`config.mk`:
```
export PLATFORM = sky130hd
export DESIGN_NAME = ppid_front
export DESIGN_NICKNAME = d
export VERILOG_FILES = /design/src/hw/rtl/ppid_pkg.sv /design/src/hw/rtl/ppid_front.sv
export SDC_FILE = /design/constraint.sdc
export NUM_CORES = 1
export LEC_CHECK = 0
export BUFFER_PORTS_ARGS = -buffer_cell sky130_fd_sc_hd__buf_4
export CORE_MARGIN = 10
export CORE_UTILIZATION = 25
export DETAILED_ROUTE_END_ITERATION = 12
export GPL_TIMING_DRIVEN = 0
export HOLD_SLACK_MARGIN = 0.06
export PLACE_DENSITY_LB_ADDON = 0.3
export SKIP_CTS_REPAIR_TIMING = 1
export SYNTH_ARGS = -nofsm -noshare
export SYNTH_HDL_FRONTEND = slang
export SYNTH_SLANG_ARGS = --single-unit
```
`constraint.sdc`:
```
create_clock -name clk -period 12 [get_ports clk]
set_input_delay 0.6 -clock clk [delete_from_list [all_inputs] [get_ports clk]]
set_output_delay 0.6 -clock clk [all_outputs]
set_load 0.01 [all_outputs]
```
`src/hw/rtl/ppid_pkg.sv`:
```
// ----------------------------------------------------------------------------
// ppid_pkg: shared types and constants for the positional PID block
// Register indexes, field widths, reset values and the payload structs that
// travel between the pipeline stages.
// ----------------------------------------------------------------------------
package ppid_pkg;

	localparam int FRAC_BITS = 8;
	localparam int IN_W      = 16;
	localparam int ERR_W     = 17;
	localparam int DERR_W    = 18;
	localparam int INTEG_W   = 32;
	localparam int GAIN_W    = 24;
	localparam int ENC_GAIN_W = 8;
	localparam int ENC_LIM_W = 15;
	localparam int MAG_W     = 10;
	localparam int DRIVE_W   = 11;
	localparam int CFG_IDX_W = 3;
	localparam int CFG_DATA_W = 24;

	localparam int P_PROD_W = GAIN_W + ERR_W;
	localparam int I_PROD_W = GAIN_W + INTEG_W;
	localparam int D_PROD_W = GAIN_W + DERR_W;
	localparam int E_PROD_W = IN_W + ENC_GAIN_W + 1;
	localparam int ACC_W    = 58;

	// Register indexes on the configuration port
	localparam logic [CFG_IDX_W-1:0] REG_PROP_GAIN       = 3'd0;
	localparam logic [CFG_IDX_W-1:0] REG_INTEG_GAIN      = 3'd1;
	localparam logic [CFG_IDX_W-1:0] REG_DERIV_GAIN      = 3'd2;
	localparam logic [CFG_IDX_W-1:0] REG_ENCODER_GAIN    = 3'd3;
	localparam logic [CFG_IDX_W-1:0] REG_ENCODER_LIMIT   = 3'd4;
	localparam logic [CFG_IDX_W-1:0] REG_DEADBAND_OFFSET = 3'd5;
	localparam logic [CFG_IDX_W-1:0] REG_CLAMP_THRESHOLD = 3'd6;
	localparam logic [CFG_IDX_W-1:0] REG_CLAMP_VALUE     = 3'd7;

	// Reset values
	localparam logic signed [GAIN_W-1:0]  RST_PROP_GAIN       = 24'sd20480;
	localparam logic signed [GAIN_W-1:0]  RST_INTEG_GAIN      = 24'sd0;
	localparam logic signed [GAIN_W-1:0]  RST_DERIV_GAIN      = 24'sd64000;
	localparam logic [ENC_GAIN_W-1:0]     RST_ENCODER_GAIN    = 8'd15;
	localparam logic [ENC_LIM_W-1:0]      RST_ENCODER_LIMIT   = 15'd30;
	localparam logic [MAG_W-1:0]          RST_DEADBAND_OFFSET = 10'd80;
	localparam logic [MAG_W-1:0]          RST_CLAMP_THRESHOLD = 10'd400;
	localparam logic [MAG_W-1:0]          RST_CLAMP_VALUE     = 10'd850;

	typedef struct packed {
		logic signed [GAIN_W-1:0] prop_gain;
		logic signed [GAIN_W-1:0] integ_gain;
		logic signed [GAIN_W-1:0] deriv_gain;
		logic [ENC_GAIN_W-1:0]    encoder_gain;
		logic [ENC_LIM_W-1:0]     encoder_limit;
		logic [MAG_W-1:0]         deadband_offset;
		logic [MAG_W-1:0]         clamp_threshold;
		logic [MAG_W-1:0]         clamp_value;
	} cfg_t;

	typedef struct packed {
		logic signed [IN_W-1:0] measured;
		logic signed [IN_W-1:0] setpoint;
		logic signed [IN_W-1:0] encoder_count;
	} sample_t;

	typedef struct packed {
		logic signed [ERR_W-1:0]   err;
		logic signed [INTEG_W-1:0] isum;
		logic signed [DERR_W-1:0]  derr;
		logic signed [IN_W-1:0]    enc;
	} terms_t;

	typedef struct packed {
		logic signed [P_PROD_W-1:0] p_prod;
		logic signed [I_PROD_W-1:0] i_prod;
		logic signed [D_PROD_W-1:0] d_prod;
		logic signed [E_PROD_W-1:0] e_prod;
	} prods_t;

endpackage

```
`src/hw/rtl/ppid_front.sv`:
```
// ----------------------------------------------------------------------------
// ppid_front: input register and error terms
// Registers the incoming sample, then forms the error, the saturated integral,
// the error difference and the clamped encoder count, and updates the loop
// state once per sample.
// ----------------------------------------------------------------------------
module ppid_front (
	input  logic                  clk,
	input  logic                  arst_n,
	input  ppid_pkg::cfg_t        cfg,
	input  logic                  in_valid,
	output logic                  in_ready,
	input  ppid_pkg::sample_t     in_data,
	output logic                  out_valid,
	input  logic                  out_ready,
	output ppid_pkg::terms_t      out_data
);
	import ppid_pkg::*;

	logic                       valid_s1;
	sample_t                    data_s1;
	logic                       valid_s2;
	terms_t                     data_s2;
	logic                       ready_s2;
	logic                       load_s2;
	logic signed [INTEG_W-1:0]  integral_q;
	logic signed [ERR_W-1:0]    prev_err_q;
	logic signed [ERR_W-1:0]    err;
	logic signed [INTEG_W:0]    isum_wide;
	logic signed [INTEG_W-1:0]  isum;
	logic signed [IN_W-1:0]     lim;
	logic signed [IN_W-1:0]     enc_clamped;
	terms_t                     terms;

	assign ready_s2 = !valid_s2 || out_ready;
	assign in_ready = !valid_s1 || ready_s2;
	assign load_s2  = valid_s1 && ready_s2;

	always_ff @(posedge clk or negedge arst_n) begin
		if (!arst_n) begin
			valid_s1 <= 1'b0;
		end else if (in_ready) begin
			valid_s1 <= in_valid;
		end
	end

	always_ff @(posedge clk) begin
		if (in_ready && in_valid) begin
			data_s1 <= in_data;
		end
	end

	always_comb begin
		err       = ERR_W'(data_s1.setpoint) - ERR_W'(data_s1.measured);
		isum_wide = (INTEG_W+1)'(integral_q) + (INTEG_W+1)'(err);
		// Saturate when the 33-bit sum leaves the 32-bit range.
		if (isum_wide[INTEG_W] != isum_wide[INTEG_W-1]) begin
			isum = isum_wide[INTEG_W] ? {1'b1, {(INTEG_W-1){1'b0}}}
			                          : {1'b0, {(INTEG_W-1){1'b1}}};
		end else begin
			isum = isum_wide[INTEG_W-1:0];
		end
		lim = $signed({1'b0, cfg.encoder_limit});
		priority if (data_s1.encoder_count > lim) begin
			enc_clamped = lim;
		end else if (data_s1.encoder_count < -lim) begin
			enc_clamped = -lim;
		end else begin
			enc_clamped = data_s1.encoder_count;
		end
		terms.err  = err;
		terms.isum = isum;
		terms.derr = DERR_W'(err) - DERR_W'(prev_err_q);
		terms.enc  = enc_clamped;
	end

	always_ff @(posedge clk or negedge arst_n) begin
		if (!arst_n) begin
			valid_s2   <= 1'b0;
			integral_q <= '0;
			prev_err_q <= '0;
		end else begin
			if (ready_s2) begin
				valid_s2 <= valid_s1;
			end
			if (load_s2) begin
				integral_q <= isum;
				prev_err_q <= err;
			end
		end
	end

	always_ff @(posedge clk) begin
		if (load_s2) begin
			data_s2 <= terms;
		end
	end

	assign out_valid = valid_s2;
	assign out_data  = data_s2;

endmodule

```
## After elaboration in Yosys (flattened, before gate mapping)

Index checks and enable logic that the tools add are counted.

- Add/sub/neg operators: 4
- $lt $le $gt $ge: 2
- Equal/unequal tests: 1
- Muxes and demuxes: 4
- Reduce and logical (&&, ||, !) cells: 6

Operator list:

| kind | number |
|---|---|
| $mux W32 | 2 |
| $add A32 B17 Y33 | 1 |
| $sub A17 B17 Y18 | 1 |
| $sub A16 B16 Y17 | 1 |
| $gt A16 B16 Y1 | 1 |
| $lt A16 B16 Y1 | 1 |
| $mux W16 | 1 |
| $neg A15 Y16 | 1 |
| $mux W15 | 1 |
| $logic_and A1 B1 Y1 | 2 |
| $logic_not A1 Y1 | 2 |
| $logic_or A1 B1 Y1 | 2 |
| $ne A1 B1 Y1 | 1 |

- Bits in registers: 182
- Bits of input ports: 177
- Output and inout port bits: 85
- Logic and storage cells: 29

## Longest topological paths before layout

Gate-level depths: netlist (run 1).

- Depth in word-level cells: 4
- Depth in mapped cells: 23
- Depth with buffers taken out: 20

## Least setup slack after synthesis (run 1)

No wires, ideal clock.

- Kind: register -> register
- Start: reg data_s1[32] (netlist bit)
- End: reg data_s2, in the netlist out_data[52] (data pin)
- Library setup time: 256 ps
- Arrival time: 4788 ps
- Data required time: 11744 ps
- Setup slack: 6956 ps
- Cell stages (with the launch flop): 23
- Buffers on the path: 3
- Period minus slack after synthesis: 5044 ps
- Cells stage by stage: edfxtp_1 > ha_1 > fa_1 > nand2b_1 > a21boi_0 > o21ai_0 > a21oi_1 > o31a_1 > o41ai_1 > o21ai_0 > nand2_1 > ha_1 > clkbuf_1 > and4_1 > and2_1 > a22oi_1 > o21ai_0 > a21oi_1 > or3b_2 > clkbuf_1 > clkbuf_1 > nand4_1 > nand2b_1

- Cells in the longest elaborated chain, start to end: 4
- Elaborated cells between the ends (all ways): 5
- Classes of those cells: add/sub: 2; eq/ne: 1; mux: 2

RTL lines:

| element | line | RTL |
|---|---|---|
| start: declaration | ppid_front.sv:21 | `sample_t data_s1;` |
| start signal: assignment | ppid_front.sv:49 | `data_s1 <= in_data;` |
| $sub A16 B16 Y17 * | ppid_front.sv:54 | `err = ERR_W'(data_s1.setpoint) - ERR_W'(data_s1.measured);` |
| named net err[16] | ppid_front.sv:28 | `logic signed [ERR_W-1:0] err;` |
| $add A32 B17 Y33 * | ppid_front.sv:55 | `isum_wide = (INTEG_W+1)'(integral_q) + (INTEG_W+1)'(err);` |
| $mux W32 or $ne A1 B1 Y1 (tied branches) | ppid_front.sv:58, ppid_front.sv:57 |  |
| $mux W32 * | ppid_front.sv:57 | `if (isum_wide[INTEG_W] != isum_wide[INTEG_W-1]) begin` |
| named net isum[18] | ppid_front.sv:30 | `logic signed [INTEG_W-1:0] isum;` |
| end signal: assignment | ppid_front.sv:95 | `data_s2 <= terms;` |
| end: declaration | ppid_front.sv:23 | `terms_t data_s2;` |

The timed path passes the listed nets; every way through them passes the cells marked *.
A chain may end at the register's enable or synchronous reset.

## Worst setup path in the final report (run 1)

- Start: reg data_s1[32] (netlist bit)
- End: reg integral_q[28]

- Cells in the longest elaborated chain, start to end: 4
- Elaborated cells between the ends (all ways): 5
- Classes of those cells: add/sub: 2; eq/ne: 1; mux: 2

RTL lines:

| element | line | RTL |
|---|---|---|
| $sub A16 B16 Y17 * | ppid_front.sv:54 |  |
| named net err[16] | ppid_front.sv:28 |  |
| $add A32 B17 Y33 * | ppid_front.sv:55 |  |
| $mux W32 or $ne A1 B1 Y1 (tied branches) | ppid_front.sv:58, ppid_front.sv:57 |  |
| $mux W32 * | ppid_front.sv:57 |  |
| end signal: assignment | ppid_front.sv:87 | `integral_q <= isum;` |
| end: declaration | ppid_front.sv:26 | `logic signed [INTEG_W-1:0] integral_q;` |

Marked as above.

==> out/summary.log, run 1 <==
qor: power_and_ir_drop.peakVddDrop 0.1257 mV
qor: setup_path.slowest_delay 0.55 ns
qor: drt.drtPass1Iterations 5
qor: sta.grt_setup_unrepaired false
qor: drt.post-route-drc-count 0
qor: synth.syn_area 10930 µm²
qor: die.chipWidth 229.1 µm
qor: die.io_pins 262
qor: clock_tree.ctsHtreeMaxLevel 4
qor: setup_path.most_common_cell_type_on_the_critical_path sky130_fd_sc_hd__o21ai_0
qor: outcome.outcome completed
qor: final_layout.final_cells 1826
qor: placement.dpl.cell_count 1794
qor: synth.mean_post_synth_cell_area 10.36 µm²
qor: power_and_ir_drop.swShare 0.4084
qor: drt.total_routed_wire_length_on_the_met1_layer 15.03 mm
qor: sta.maxClockFrequency 146.3 MHz
qor: placement.detailedPlacementHpwl 24.66 mm
qor: sta.postLayoutSetupSlackWorst 5.165 ns
qor: setup_path.worst_setup_path_start_kind register
qor: setup_path.cpMaxStageDelayCell sky130_fd_sc_hd__nor2_1
qor: grt.grt_overflow_total 0
qor: final_layout.utilization 0.3110
qor: grt.grt_pass1_wl 49.87 mm
qor: synth.most_instantiated_library_cell_after_synthesis sky130_fd_sc_hd__edfxtp_1
qor: synth.yosys_warnings 0
qor: drt.antenna_violating_nets_post_route 0
qor: drt.wl_met3 1.344 mm
qor: clock_tree.cts_tree done
qor: placement.io_buffer_count 151
qor: final_layout.antenna_cells 0
qor: drt.routed-wl-met2 15.06 mm
qor: clock_tree.clock_insertion_delay_worst_skew 0.48 ns
qor: sta.slew_violations 0
qor: setup_path.cp_num_buf_inv 2
qor: power_and_ir_drop.clkPwrFrac 0.168
qor: setup_path.arrival 7.17 ns
qor: final_layout.num-nets-final 1504
qor: sta.timing_worst_slew_pin_value 1.030 ns
qor: sta.setup_viol_count_final 0
qor: sta.layout_worst_path_cycle_share 0.5696
qor: final_layout.area_growth 22.82%
qor: placement.globalplace.congestion 0.8603
qor: grt.global_route.usage.total 0.1231
qor: setup_path.crit_path_end_kind register
qor: synth.synthDominantAreaCellType sky130_fd_sc_hd__edfxtp_1
qor: clock_tree.tritoncts_num_sinks 182
qor: die.die_area 52490 µm²
qor: synth.sequential_area_share_after_synthesis 0.4766
qor: setup_path.cp_max_fo 18
qor: drt.detailroute.via_count 8561
qor: drt.drt_first_iter_violations 607
qor: synth.synth-async-reset-ratio 0.2802
qor: min_path.worst_hold_path_type in2async
qor: power_and_ir_drop.power.share.combinational 0.525
qor: synth.synth_top_area_share 0.3598
qor: synth.synth_ff_type sky130_fd_sc_hd__edfxtp_1
qor: synth.synth_fp_nets 1331
qor: synth.postSynthCellCount 1055
qor: synth.synth_edf_count 131
qor: synth.synth.cells.most_frequent 131 x sky130_fd_sc_hd__edfxtp_1, 97 x sky130_fd_sc_hd__a21oi_1, 96 x sky130_fd_sc_hd__ha_1, 83 x sky130_fd_sc_hd__inv_1, 76 x sky130_fd_sc_hd__nor2_1
qor: setup_path.worstPathCellList ha_1 > fa_1 > nand2b_1 > a21boi_0 > o21ai_0 > a21oi_1 > o31a_1 > o41ai_1 > o21ai_0 > nand2_1 > ha_1 > clkbuf_1 > a21o_1 > a211oi_1 > o31a_1 > o21ai_0 > a31oi_1 > o22ai_1 > nor2_1 > clkbuf_1 > a21oi_1
qor: sta.setup-tns-final 0 ns
qor: clock_tree.number_of_buffers_on_the_longest_clock_path 2
qor: sta.hold_violations 0
qor: synth.synth_area_leaders sky130_fd_sc_hd__edfxtp_1 36%, sky130_fd_sc_hd__dfrtp_1 12%, sky130_fd_sc_hd__ha_1 11%
qor: power_and_ir_drop.intPower 1.980 mW
qor: grt.first_global_vias 8595
qor: final_layout.layout.filler_cells 4510
qor: power_and_ir_drop.net-switching-power 1.367 mW
qor: clock_tree.cts_buffers 17
qor: die.core.rowCount 76
qor: drt.avgRoutedWirePerCell 17.53 µm
qor: grt.antenna_found_initial 0
qor: clock_tree.clk_root_buffer_cell sky130_fd_sc_hd__clkbuf_16
qor: sta.clock-skew-final 0.01237 ns
qor: setup_path.path_type_of_the_worst_setup_path reg2reg
qor: synth.synth_cell_types 62
qor: sta.final.min_clock_period 6.835 ns
qor: setup_path.cp_data_required_time 12.34 ns
qor: sta.timing.max_slew.rel_slack 0.2957
qor: synth.ys_seq_elements 182
qor: drt.dr.max_layer_used met4
qor: power_and_ir_drop.seq_power_share 0.308
qor: power_and_ir_drop.power_per_cell_area 249.3 nW/µm²
qor: die.initial_utilization 0.2532
qor: setup_path.cpLargestDelayFamily compound AO/OA/AOI/OAI gates
qor: final_layout.share_of_layout_cells_above_drive_strength_1 0.1716
qor: placement.dpl_worst_slack 5.022 ns
qor: die.die_height 229.1 µm
qor: die.core-area 43170 µm²
qor: power_and_ir_drop.p_total 3.347 mW
qor: drt.vias_per_cell 4.688
qor: job.count_of_maximum_capacitance_violations 0
qor: grt.grt_max_degree 58
qor: drt.wirelength 32.01 mm
qor: power_and_ir_drop.power_leakage 5.685 nW
qor: clock_tree.cts.clk_slew.worst_paths 0.07 ns
[power by group through the flow]
| stage | clock (mW) | combinational (mW) | sequential [mW] |
|---|---|---|---|
| floorplan | 0 | 1.14 | 1.08 |
| global placement | 0 | 1.75 | 1.05 |
| detailed placement | 0 | 1.76 | 1.04 |
| CTS | 0.589 | 1.78 | 1.03 |
| global route | 0.607 | 1.97 | 1.05 |
| finish | 0.561 | 1.76 | 1.03 |
[per-layer routing]
layer,track usage,vias to the layer above
li1,-,4200
met1,0.1575,4143
met2,0.1990,187
met3,0.02695,31
met4,0.04718,0
met5,0,-
[cell usage in the layout (no fill, tap or decap), types with 9 or more instances in the layout]
cell                        instances
sky130_fd_sc_hd__o22ai_1           11
sky130_fd_sc_hd__a21oi_1           97
sky130_fd_sc_hd__o21ai_0           54
sky130_fd_sc_hd__nand2b_1          37
sky130_fd_sc_hd__dfrtp_1           51
sky130_fd_sc_hd__xor2_1            11
sky130_fd_sc_hd__a21o_1            29
sky130_fd_sc_hd__nor2b_1           10
sky130_fd_sc_hd__xnor2_1           45
sky130_fd_sc_hd__ha_1              96
sky130_fd_sc_hd__o21bai_1           9
sky130_fd_sc_hd__mux2_2            10
sky130_fd_sc_hd__nand3_1           33
sky130_fd_sc_hd__o21a_1            12
sky130_fd_sc_hd__clkbuf_16         18
sky130_fd_sc_hd__mux2i_1           14
sky130_fd_sc_hd__clkbuf_1          28
sky130_fd_sc_hd__edfxtp_1         131
sky130_fd_sc_hd__inv_1             83
sky130_fd_sc_hd__nand4_1           10
sky130_fd_sc_hd__nand2_1           67
sky130_fd_sc_hd__buf_4            151
sky130_fd_sc_hd__nor2_1            76
sky130_fd_sc_hd__nor3_1            18
[sequential cells by signal, summed over array words and instances (netlist names)]
signal and cells:
out_valid 1, valid_s1 1, data_s1 48, prev_err_q 17, out_data 83, integral_q 32
[stage by stage]
stage | hold slack (ns) | instance area (µm²)
after floorplan | 0.3044 | 10930
after global placement | 0.4608 | 12800
after detailed placement | 0.4667 | 12850
after CTS | 0.1768 | 13430
after global routing | 0.2321 | 13430
final | 0.1854 | 13430
[kinds of logic (layout without fill, tap and decap cells)]
kind of cell,after synthesis,in the layout,synth area share
compound gates,283,283,0.1629
xor+xnor,56,56,0.04487
fa+ha+maj,99,99,0.1154
buf+inv,110,296,0.03846
flops,182,182,0.4766
mux,24,24,0.02312
simple gates,301,301,0.1387
[cell type report]
| cell class | count | area, µm² | share of cell area |
|---|---|---|---|
| Timing Repair Buffer | 154 | 1186 | 0.08834 |
| Tap cell | 585 | 732.0 | 0.05452 |
| Sequential cell | 182 | 5210 | 0.3880 |
| Inverter | 83 | 311.5 | 0.02320 |
| Clock inverter | 10 | 96.34 | 0.007175 |
| Multi-Input combinational cell | 763 | 5303 | 0.3949 |
| Buffer | 27 | 112.6 | 0.008387 |
| Clock buffer | 22 | 475.5 | 0.03541 |
[path summary, 6_finish.rpt]
check	startpoint	endpoint	slack, ns	cells after the start
max in group asynchronous	arst_n	integral_q[3]	11.32	1
min in group clk	in_data[29]	data_s1[29]	0.29	1
min reg2reg	prev_err_q[15]	prev_err_q[15]	0.48	2
max	data_s1[32]	integral_q[28]	5.17	21
min	arst_n	integral_q[30]	0.19	1
max reg2reg	data_s1[32]	integral_q[28]	5.17	21
Power figures use the tool's default switching activity.
==> inputs of run 2 (changes only) <==
- clock period: 12 -> 6.72 ns (I/O delays scaled with it)
==> run 2 against run 1 <==
Effect of this change: via count up 2.2%; critical path depth down 1; routed wire length up 1.4%; combinational power up 81%; die area unchanged; final cell count up 2.7%; worst setup slack worse by 4.6 ns; register-to-register slack worse by 4.6 ns; sequential share of layout area down 1.5 points; power up 80%; highest routed layer unchanged.
==> out/summary.log, run 2 (synthesis results as in run 1) <==
qor: outcome.outcome completed [unchanged]
qor: clock_tree.clock_insertion_delay_worst_skew 0.48 ns [about the same]
qor: final_layout.commonest_non_fill_non_tap_cells_in_the_layout 151 x sky130_fd_sc_hd__buf_4, 131 x sky130_fd_sc_hd__edfxtp_1, 96 x sky130_fd_sc_hd__a21oi_1, 96 x sky130_fd_sc_hd__ha_1, 83 x sky130_fd_sc_hd__inv_1 [was 151 x sky130_fd_sc_hd__buf_4, 131 x sky130_fd_sc_hd__edfxtp_1, 97 x sky130_fd_sc_hd__a21oi_1]
qor: grt.global_route.usage.total 0.1231 [unchanged]
qor: clock_tree.cts_tree done [unchanged]
qor: drt.drt_first_iter_violations 629 [was 607]
qor: power_and_ir_drop.peakVddDrop 0.2232 mV [was 0.1257 mV]
qor: setup_path.cpMaxStageDelayCell sky130_fd_sc_hd__xnor2_1 [was sky130_fd_sc_hd__nor2_1]
qor: setup_path.cp_data_required_time 6.91 ns [was 12.34 ns]
qor: power_and_ir_drop.swShare 0.4082 [was 0.4084]
qor: placement.detailedPlacementHpwl 24.66 mm [unchanged]
qor: setup_path.worst_setup_path_start_kind register [unchanged]
qor: placement.placedInstanceArea 12850 µm² [unchanged]
qor: final_layout.area_growth 27.77% [was 22.82%]
qor: grt.antenna_found_initial 0 [unchanged]
qor: job.count_of_maximum_capacitance_violations 0 [unchanged]
qor: final_layout.antenna_cells 0 [unchanged]
qor: die.die_area 52490 µm² [unchanged]
qor: power_and_ir_drop.power_per_cell_area 431.6 nW/µm² [was 249.3 nW/µm²]
qor: sta.grt_setup_unrepaired false [unchanged]
qor: placement.io_buffer_count 151 [unchanged]
qor: setup_path.slowest_delay 0.61 ns [was 0.55 ns]
qor: sta.final.min_clock_period 6.186 ns [was 6.835 ns]
qor: power_and_ir_drop.clkPwrFrac 0.166 [was 0.168]
qor: drt.avgRoutedWirePerCell 17.31 µm [was 17.53 µm]
qor: sta.setup_viol_count_final 0 [unchanged]
qor: setup_path.arrival 6.38 ns [was 7.17 ns]
qor: final_layout.mostFrequentLayoutCell sky130_fd_sc_hd__buf_4 [unchanged]
qor: final_layout.final_cells 1876 [was 1826]
qor: power_and_ir_drop.net-switching-power 2.461 mW [was 1.367 mW]
qor: setup_path.cp_max_fo 10 [was 18]
qor: min_path.worst_hold_path_type in2reg [was in2async]
qor: sta.slew_violations 0 [unchanged]
qor: grt.grt_overflow_total 0 [unchanged]
qor: clock_tree.number_of_buffers_on_the_longest_clock_path 2 [unchanged]
qor: final_layout.multi_input_comb_area 5336 µm² [was 5303 µm²]
qor: drt.vias_per_cell 4.662 [was 4.688]
qor: sta.clock-skew-final 0.01450 ns [was 0.01237 ns]
qor: setup_path.cp_num_buf_inv 3 [was 2]
qor: final_layout.layout.filler_cells 4469 [was 4510]
qor: final_layout.largest_register_ffs 83 [unchanged]
qor: setup_path.worstPathCellList ha_1 > fa_1 > nand2b_1 > a21boi_0 > o21ai_0 > a21oi_1 > o31a_1 > o41ai_1 > xnor2_1 > ha_1 > nand4_1 > inv_1 > a32oi_1 > o211ai_1 > a21oi_2 > or3b_2 > clkbuf_1 > clkbuf_2 > nand3_1 > nand2b_1 [was ha_1 > fa_1 > nand2b_1 > a21boi_0 > o21ai_0 > a21oi_1 > o31a_1 > o41ai_1 > o21ai_0 > nand2_1 > ha_1 > clkbuf_1 > a21o_1 > a211oi_1 > o31a_1 > o21ai_0 > a31oi_1 > o22ai_1 > nor2_1 > clkbuf_1 > a21oi_1]
qor: sta.timing.max_slew.rel_slack 0.2297 [was 0.2957]
qor: drt.detailroute.via_count 8746 [was 8561]
qor: sta.layout_worst_path_cycle_share 0.9205 [was 0.5696]
qor: die.io_pins 262 [unchanged]
qor: grt.first_global_vias 8595 [unchanged]
qor: power_and_ir_drop.power.share.combinational 0.529 [was 0.525]
qor: sta.hold_violations 0 [unchanged]
qor: placement.globalplace.congestion 0.8603 [unchanged]
qor: die.initial_utilization 0.2532 [unchanged]
qor: power_and_ir_drop.p_total 6.028 mW [was 3.347 mW]
qor: drt.antenna_violating_nets_post_route 0 [unchanged]
qor: grt.grt_pass1_wl 49.87 mm [unchanged]
qor: power_and_ir_drop.power_leakage 5.917 nW [was 5.685 nW]
qor: final_layout.fin_area 13970 µm² [was 13430 µm²]
qor: final_layout.share_of_layout_cells_above_drive_strength_1 0.1735 [was 0.1716]
qor: power_and_ir_drop.intPower 3.567 mW [was 1.980 mW]
qor: setup_path.cpLargestDelayFamily compound AO/OA/AOI/OAI gates [unchanged]
qor: setup_path.crit_path_end_kind register [unchanged]
qor: sta.maxClockFrequency 161.7 MHz [was 146.3 MHz]
qor: sta.timing_worst_slew_pin_value 1.126 ns [was 1.030 ns]
qor: die.core.rowCount 76 [unchanged]
qor: final_layout.num-nets-final 1554 [was 1504]
qor: setup_path.crit-reg2reg-launch data_s1[32] [unchanged]
qor: final_layout.utilization 0.3235 [was 0.3110]
qor: drt.drtPass1Iterations 5 [unchanged]
qor: final_layout.final-seq-area 5210 µm² [unchanged]
qor: min_path.min_from out_ready
qor: placement.dpl.cell_count 1794 [unchanged]
qor: grt.grt_max_degree 58 [unchanged]
qor: die.die_height 229.1 µm [unchanged]
qor: setup_path.path_type_of_the_worst_setup_path reg2reg [unchanged]
qor: drt.post-route-drc-count 0 [unchanged]
qor: clock_tree.cts_buffers 17 [unchanged]
qor: clock_tree.ctsHtreeMaxLevel 4 [unchanged]
qor: die.core-area 43170 µm² [unchanged]
qor: clock_tree.tritoncts_num_sinks 182 [unchanged]
qor: power_and_ir_drop.seq_power_share 0.305 [was 0.308]
qor: clock_tree.cts.clk_slew.worst_paths 0.07 ns [about the same]
qor: die.chipWidth 229.1 µm [unchanged]
qor: clock_tree.clk_root_buffer_cell sky130_fd_sc_hd__clkbuf_16 [unchanged]
qor: setup_path.startpoint data_s1[32] [unchanged]
qor: drt.wirelength 32.47 mm [was 32.01 mm]
run 2: path summary, 6_finish.rpt:
check / end / slack [ns] / depth (start not counted)
min reg2reg: prev_err_q[15] / 0.48 / 2
max: out_data[46] / 0.53 / 20
max in group asynchronous: integral_q[3] / 5.77 / 2
max reg2reg: out_data[46] / 0.53 / 20
min in group asynchronous: integral_q[30] / 0.46 / 2
min: out_valid / 0.14 / 3
run 2: through the flow:
step | setup slack, ns | hold slack (ns) | TNS (ns)
detailed placement | -0.2584 | 0.4665 | -5.340
CTS | -0.3257 | -0.08725 | -8.300
global route | 0.03187 | 0.1523 | 0
global placement | -0.3822 | 0.4598 | -13.75
finish | 0.5344 | 0.1444 | 0
floorplan | 1.676 | 0.04041 | 0
run 2: area by class of cell:
type / instances / area share
multi-input combinational: 763 / 0.3821
clock inverter: 10 / 0.006898
inverter: 83 / 0.02231
clock buffer: 22 / 0.03404
tap: 585 / 0.05241
buffer: 27 / 0.008510
timing repair buffer: 204 / 0.1208
sequential: 182 / 0.3730
run 2: worst reg2reg max path, stage by stage, from the launching register on:
cell and delay [ns]:
sky130_fd_sc_hd__edfxtp_1 0.37, sky130_fd_sc_hd__ha_1 0.23, sky130_fd_sc_hd__fa_1 0.42, sky130_fd_sc_hd__nand2b_1 0.17
sky130_fd_sc_hd__a21boi_0 0.34, sky130_fd_sc_hd__o21ai_0 0.19, sky130_fd_sc_hd__a21oi_1 0.28, sky130_fd_sc_hd__o31a_1 0.31
sky130_fd_sc_hd__o41ai_1 0.18, sky130_fd_sc_hd__xnor2_1 0.61, sky130_fd_sc_hd__ha_1 0.44, sky130_fd_sc_hd__nand4_1 0.18
sky130_fd_sc_hd__inv_1 0.05, sky130_fd_sc_hd__a32oi_1 0.20, sky130_fd_sc_hd__o211ai_1 0.36, sky130_fd_sc_hd__a21oi_2 0.36
sky130_fd_sc_hd__or3b_2 0.46, sky130_fd_sc_hd__clkbuf_1 0.20, sky130_fd_sc_hd__clkbuf_2 0.26, sky130_fd_sc_hd__nand3_1 0.14
sky130_fd_sc_hd__nand2b_1 0.16
run 2: layer usage:
metal / GRT usage / up-vias / share of wire
met2: 0.1990 / 177 / 0.47
met3: 0.02695 / 31 / 0.039
li1: - / 4300 / -
met1: 0.1575 / 4238 / 0.47
met4: 0.04718 / 0 / 0.016
met5: 0 / - / 0
run 2: power by group through the flow:
stage | combinational (mW) | sequential (mW) | clock [mW]
2_1_floorplan | 2.03 | 1.92 | 0
3_3_place_gp | 3.13 | 1.87 | 0
3_5_place_dp | 3.14 | 1.86 | 0
4_1_cts | 3.17 | 1.85 | 1.05
5_1_grt | 3.57 | 1.88 | 1.08
6_report | 3.19 | 1.84 | 1.00
==> inputs of run 3 (changes only) <==
- CORE_ASPECT_RATIO: unset -> 0.9
- CORE_UTILIZATION: 25 -> 55
- SETUP_SLACK_MARGIN: unset -> 0.5
==> run 3 against run 2 <==
Effect of this change: maximum frequency is 7.0% higher; sequential share of layout area rose by 2.1 points; routed wire length decreased by 12%; worst setup slack better by 0.40 ns.
==> out/summary.log, run 3 (synthesis results as in run 1) <==
qor: min_path.min_from in_data[34] [was out_ready]
qor: final_layout.mostFrequentLayoutCell sky130_fd_sc_hd__buf_4 [unchanged]
qor: final_layout.largest_register_ffs 83 [unchanged]
qor: drt.wl_met3 2.055 mm [was 1.266 mm]
qor: power_and_ir_drop.power_per_cell_area 452.5 nW/µm² [was 431.6 nW/µm²]
qor: min_path.whs_endpoint data_s1[34] [was out_valid]
qor: sta.final.min_clock_period 5.781 ns [was 6.186 ns]
qor: setup_path.cpMaxStageDelayCell sky130_fd_sc_hd__or3b_2 [was sky130_fd_sc_hd__xnor2_1]
qor: grt.grt_overflow_total 0 [unchanged]
qor: sta.timing.max_slew.rel_slack 0.3244 [was 0.2297]
qor: clock_tree.tritoncts_num_sinks 182 [unchanged]
qor: clock_tree.cts_tree done [unchanged]
qor: setup_path.regToRegSetupSlack 0.94 ns [was 0.53 ns]
qor: final_layout.final_cells 1504 [was 1876]
qor: min_path.worst_hold_path_type in2reg [unchanged]
qor: final_layout.antenna_cells 0 [unchanged]
qor: setup_path.path_type_of_the_worst_setup_path reg2reg [unchanged]
qor: outcome.outcome completed [unchanged]
qor: grt.global_route.usage.total 0.2162 [was 0.1231]
qor: setup_path.worstPathCellList ha_1 > fa_1 > nand2b_1 > a21boi_0 > o21ai_0 > a21oi_1 > o31a_1 > o41ai_2 > o21ai_2 > nand2_4 > ha_1 > clkbuf_1 > and3_1 > nand4_1 > a211o_1 > o31ai_1 > a31oi_1 > or3b_2 > clkbuf_1 > clkbuf_2 > nand3_1 > nand2b_1 [was ha_1 > fa_1 > nand2b_1 > a21boi_0 > o21ai_0 > a21oi_1 > o31a_1 > o41ai_1 > xnor2_1 > ha_1 > nand4_1 > inv_1 > a32oi_1 > o211ai_1 > a21oi_2 > or3b_2 > clkbuf_1 > clkbuf_2 > nand3_1 > nand2b_1]
qor: sta.grt_setup_unrepaired false [unchanged]
qor: sta.layout_worst_path_cycle_share 0.8602 [was 0.9205]
qor: setup_path.crit_path_end_kind register [unchanged]
qor: drt.drt_first_iter_violations 715 [was 629]
qor: clock_tree.cts.clk_slew.worst_paths 0.07 ns [about the same]
qor: drt.antenna_violating_nets_post_route 0 [unchanged]
qor: die.initial_utilization 0.5653 [was 0.2532]
qor: die.die_height 153.7 µm [was 229.1 µm]
qor: setup_path.worst_r2r_path_depth 22 [was 20]
qor: die.chipWidth 168.6 µm [was 229.1 µm]
qor: setup_path.crit-reg2reg-launch data_s1[32] [unchanged]
qor: clock_tree.clock_insertion_delay_worst_skew 0.44 ns [was 0.48 ns]
qor: clock_tree.cts_buffers 17 [unchanged]
qor: final_layout.share_of_layout_cells_above_drive_strength_1 0.1786 [was 0.1735]
qor: clock_tree.clk_root_buffer_cell sky130_fd_sc_hd__clkbuf_16 [unchanged]
qor: sta.hold_violations 0 [unchanged]
qor: drt.wirelength 28.45 mm [was 32.47 mm]
qor: final_layout.layout.filler_cells 1460 [was 4469]
qor: drt.drtPass1Iterations 6 [was 5]
qor: final_layout.area_growth 20.93% [was 27.77%]
qor: sta.slew_violations 0 [unchanged]
qor: clock_tree.number_of_buffers_on_the_longest_clock_path 2 [unchanged]
qor: grt.grt_max_degree 53 [was 58]
qor: drt.vias_per_cell 5.870 [was 4.662]
qor: sta.timing_worst_slew_pin_value 0.9879 ns [was 1.126 ns]
qor: sta.setup-tns-final 0 ns [unchanged]
qor: drt.routed-wl-met2 13.09 mm [was 15.33 mm]
qor: setup_path.worst_setup_path_start_kind register [unchanged]
qor: placement.globalplace.congestion 0.9286 [was 0.8603]
qor: die.core-area 19340 µm² [was 43170 µm²]
qor: job.count_of_maximum_capacitance_violations 0 [unchanged]
qor: setup_path.cp_max_fo 18 [was 10]
qor: power_and_ir_drop.power_leakage 5.789 nW [was 5.917 nW]
qor: final_layout.num-nets-final 1517 [was 1554]
qor: placement.detailedPlacementHpwl 20.83 mm [was 24.66 mm]
qor: sta.setup_viol_count_final 0 [unchanged]
qor: grt.antenna_found_initial 0 [unchanged]
qor: drt.avgRoutedWirePerCell 18.92 µm [was 17.31 µm]
qor: sta.clock-skew-final 0.01320 ns [was 0.01450 ns]
qor: setup_path.r2r_end out_data[49] [was out_data[46]]
qor: setup_path.arrival 5.95 ns [was 6.38 ns]
qor: power_and_ir_drop.peakVddDrop 0.3100 mV [was 0.2232 mV]
qor: drt.post-route-drc-count 0 [unchanged]
qor: final_layout.commonest_non_fill_non_tap_cells_in_the_layout 151 x sky130_fd_sc_hd__buf_4, 131 x sky130_fd_sc_hd__edfxtp_1, 96 x sky130_fd_sc_hd__a21oi_1, 96 x sky130_fd_sc_hd__ha_1, 83 x sky130_fd_sc_hd__inv_1 [unchanged]
qor: die.core.rowCount 48 [was 76]
qor: drt.dr.max_layer_used met4 [unchanged]
qor: placement.dpl.cell_count 1458 [was 1794]
qor: die.io_pins 262 [unchanged]
qor: placement.io_buffer_count 151 [unchanged]
qor: grt.grt_pass1_wl 45.53 mm [was 49.87 mm]
qor: grt.first_global_vias 8747 [was 8595]
qor: die.die_area 25920 µm² [was 52490 µm²]
qor: setup_path.slowest_delay 0.48 ns [was 0.61 ns]
qor: clock_tree.ctsHtreeMaxLevel 4 [unchanged]
qor: sta.maxClockFrequency 173.0 MHz [was 161.7 MHz]
qor: min_path.hold_depth 1 [was 3]
qor: drt.detailroute.via_count 8828 [was 8746]
qor: setup_path.cp_data_required_time 6.88 ns [was 6.91 ns]
qor: drt.total_routed_wire_length_on_the_met1_layer 12.76 mm [was 15.34 mm]
run 3: cell types whose count changed in the layout (fill, tap and decap cells not counted), sizes merged:
cell         previous run  this run
clkinv                  3         1
clkinvlp                4         2
dlygate4sd3            50        14
clkbuf                 48        45
inv                    85        91
bufinv                  1         2
buf                   155       154
run 3: power by group:
part | switching [mW] | total (mW) | internal, mW | leakage (nW)
sequential | 0.138 | 1.83 | 1.69 | 1.84
combinational | 1.79 | 3.10 | 1.31 | 3.65
clock | 0.464 | 1.05 | 0.584 | 0.298
total | 2.39 | 5.98 | 3.59 | 5.79
run 3: worst max-delay path by stage:
stage | start | endpoint | slack [ns] | depth (start not counted)
6_report | data_s1[32] | out_data[49] | 0.94 | 22
5_1_grt | data_s1[16] | out_data[49] | 0.53 | 23
4_1_cts | data_s1[16] | integral_q[16] | 0.22 | 22
3_5_place_dp | data_s1[16] | integral_q[16] | 0.28 | 22
3_3_place_gp | data_s1[16] | integral_q[17] | 0.31 | 22
2_1_floorplan | data_s1[32] | out_data[52] | 1.68 | 22
run 3: final cells by class:
type	instances	area (µm²)	share of cell area
timing repair buffer	167	1321	0.09994
multi-input combinational	763	5334	0.4035
clock buffer	19	454.2	0.03436
buffer	27	117.6	0.008896
inverter	83	311.5	0.02357
clock inverter	13	158.9	0.01202
tap	250	312.8	0.02366
sequential	182	5210	0.3941
run 3: stage by stage:
stage / power [mW] / setup WS, ns / utilization / hold slack, ns / instance area, µm²
floorplan: 3.955 / 1.676 / - / 0.04041 / 10930
global placement: 4.793 / 0.3065 / 0.6401 / 0.4227 / 12380
detailed placement: 4.859 / 0.2802 / 0.6428 / 0.4320 / 12430
CTS: 5.952 / 0.2156 / 0.6745 / -0.04268 / 13040
global route: 6.422 / 0.5266 / 0.6836 / 0.06009 / 13220
finish: 5.982 / 0.9393 / 0.6836 / 0.07013 / 13220
run 3: metal layers:
metal	vias up	global-route usage
met5	-	0
met2	373	0.3440
li1	4220	-
met1	4195	0.2879
met4	0	0.06462
met3	40	0.04944
run 3: critical path: cells and delay by family, from the launching register on:
family	cells	cell delay (ns)
and+or+nand+nor	7	1.60
DFF	1	0.38
buffers and inverters	3	0.79
adders and majority gates	3	0.96
AOI/OAI and AO/OA	9	1.76
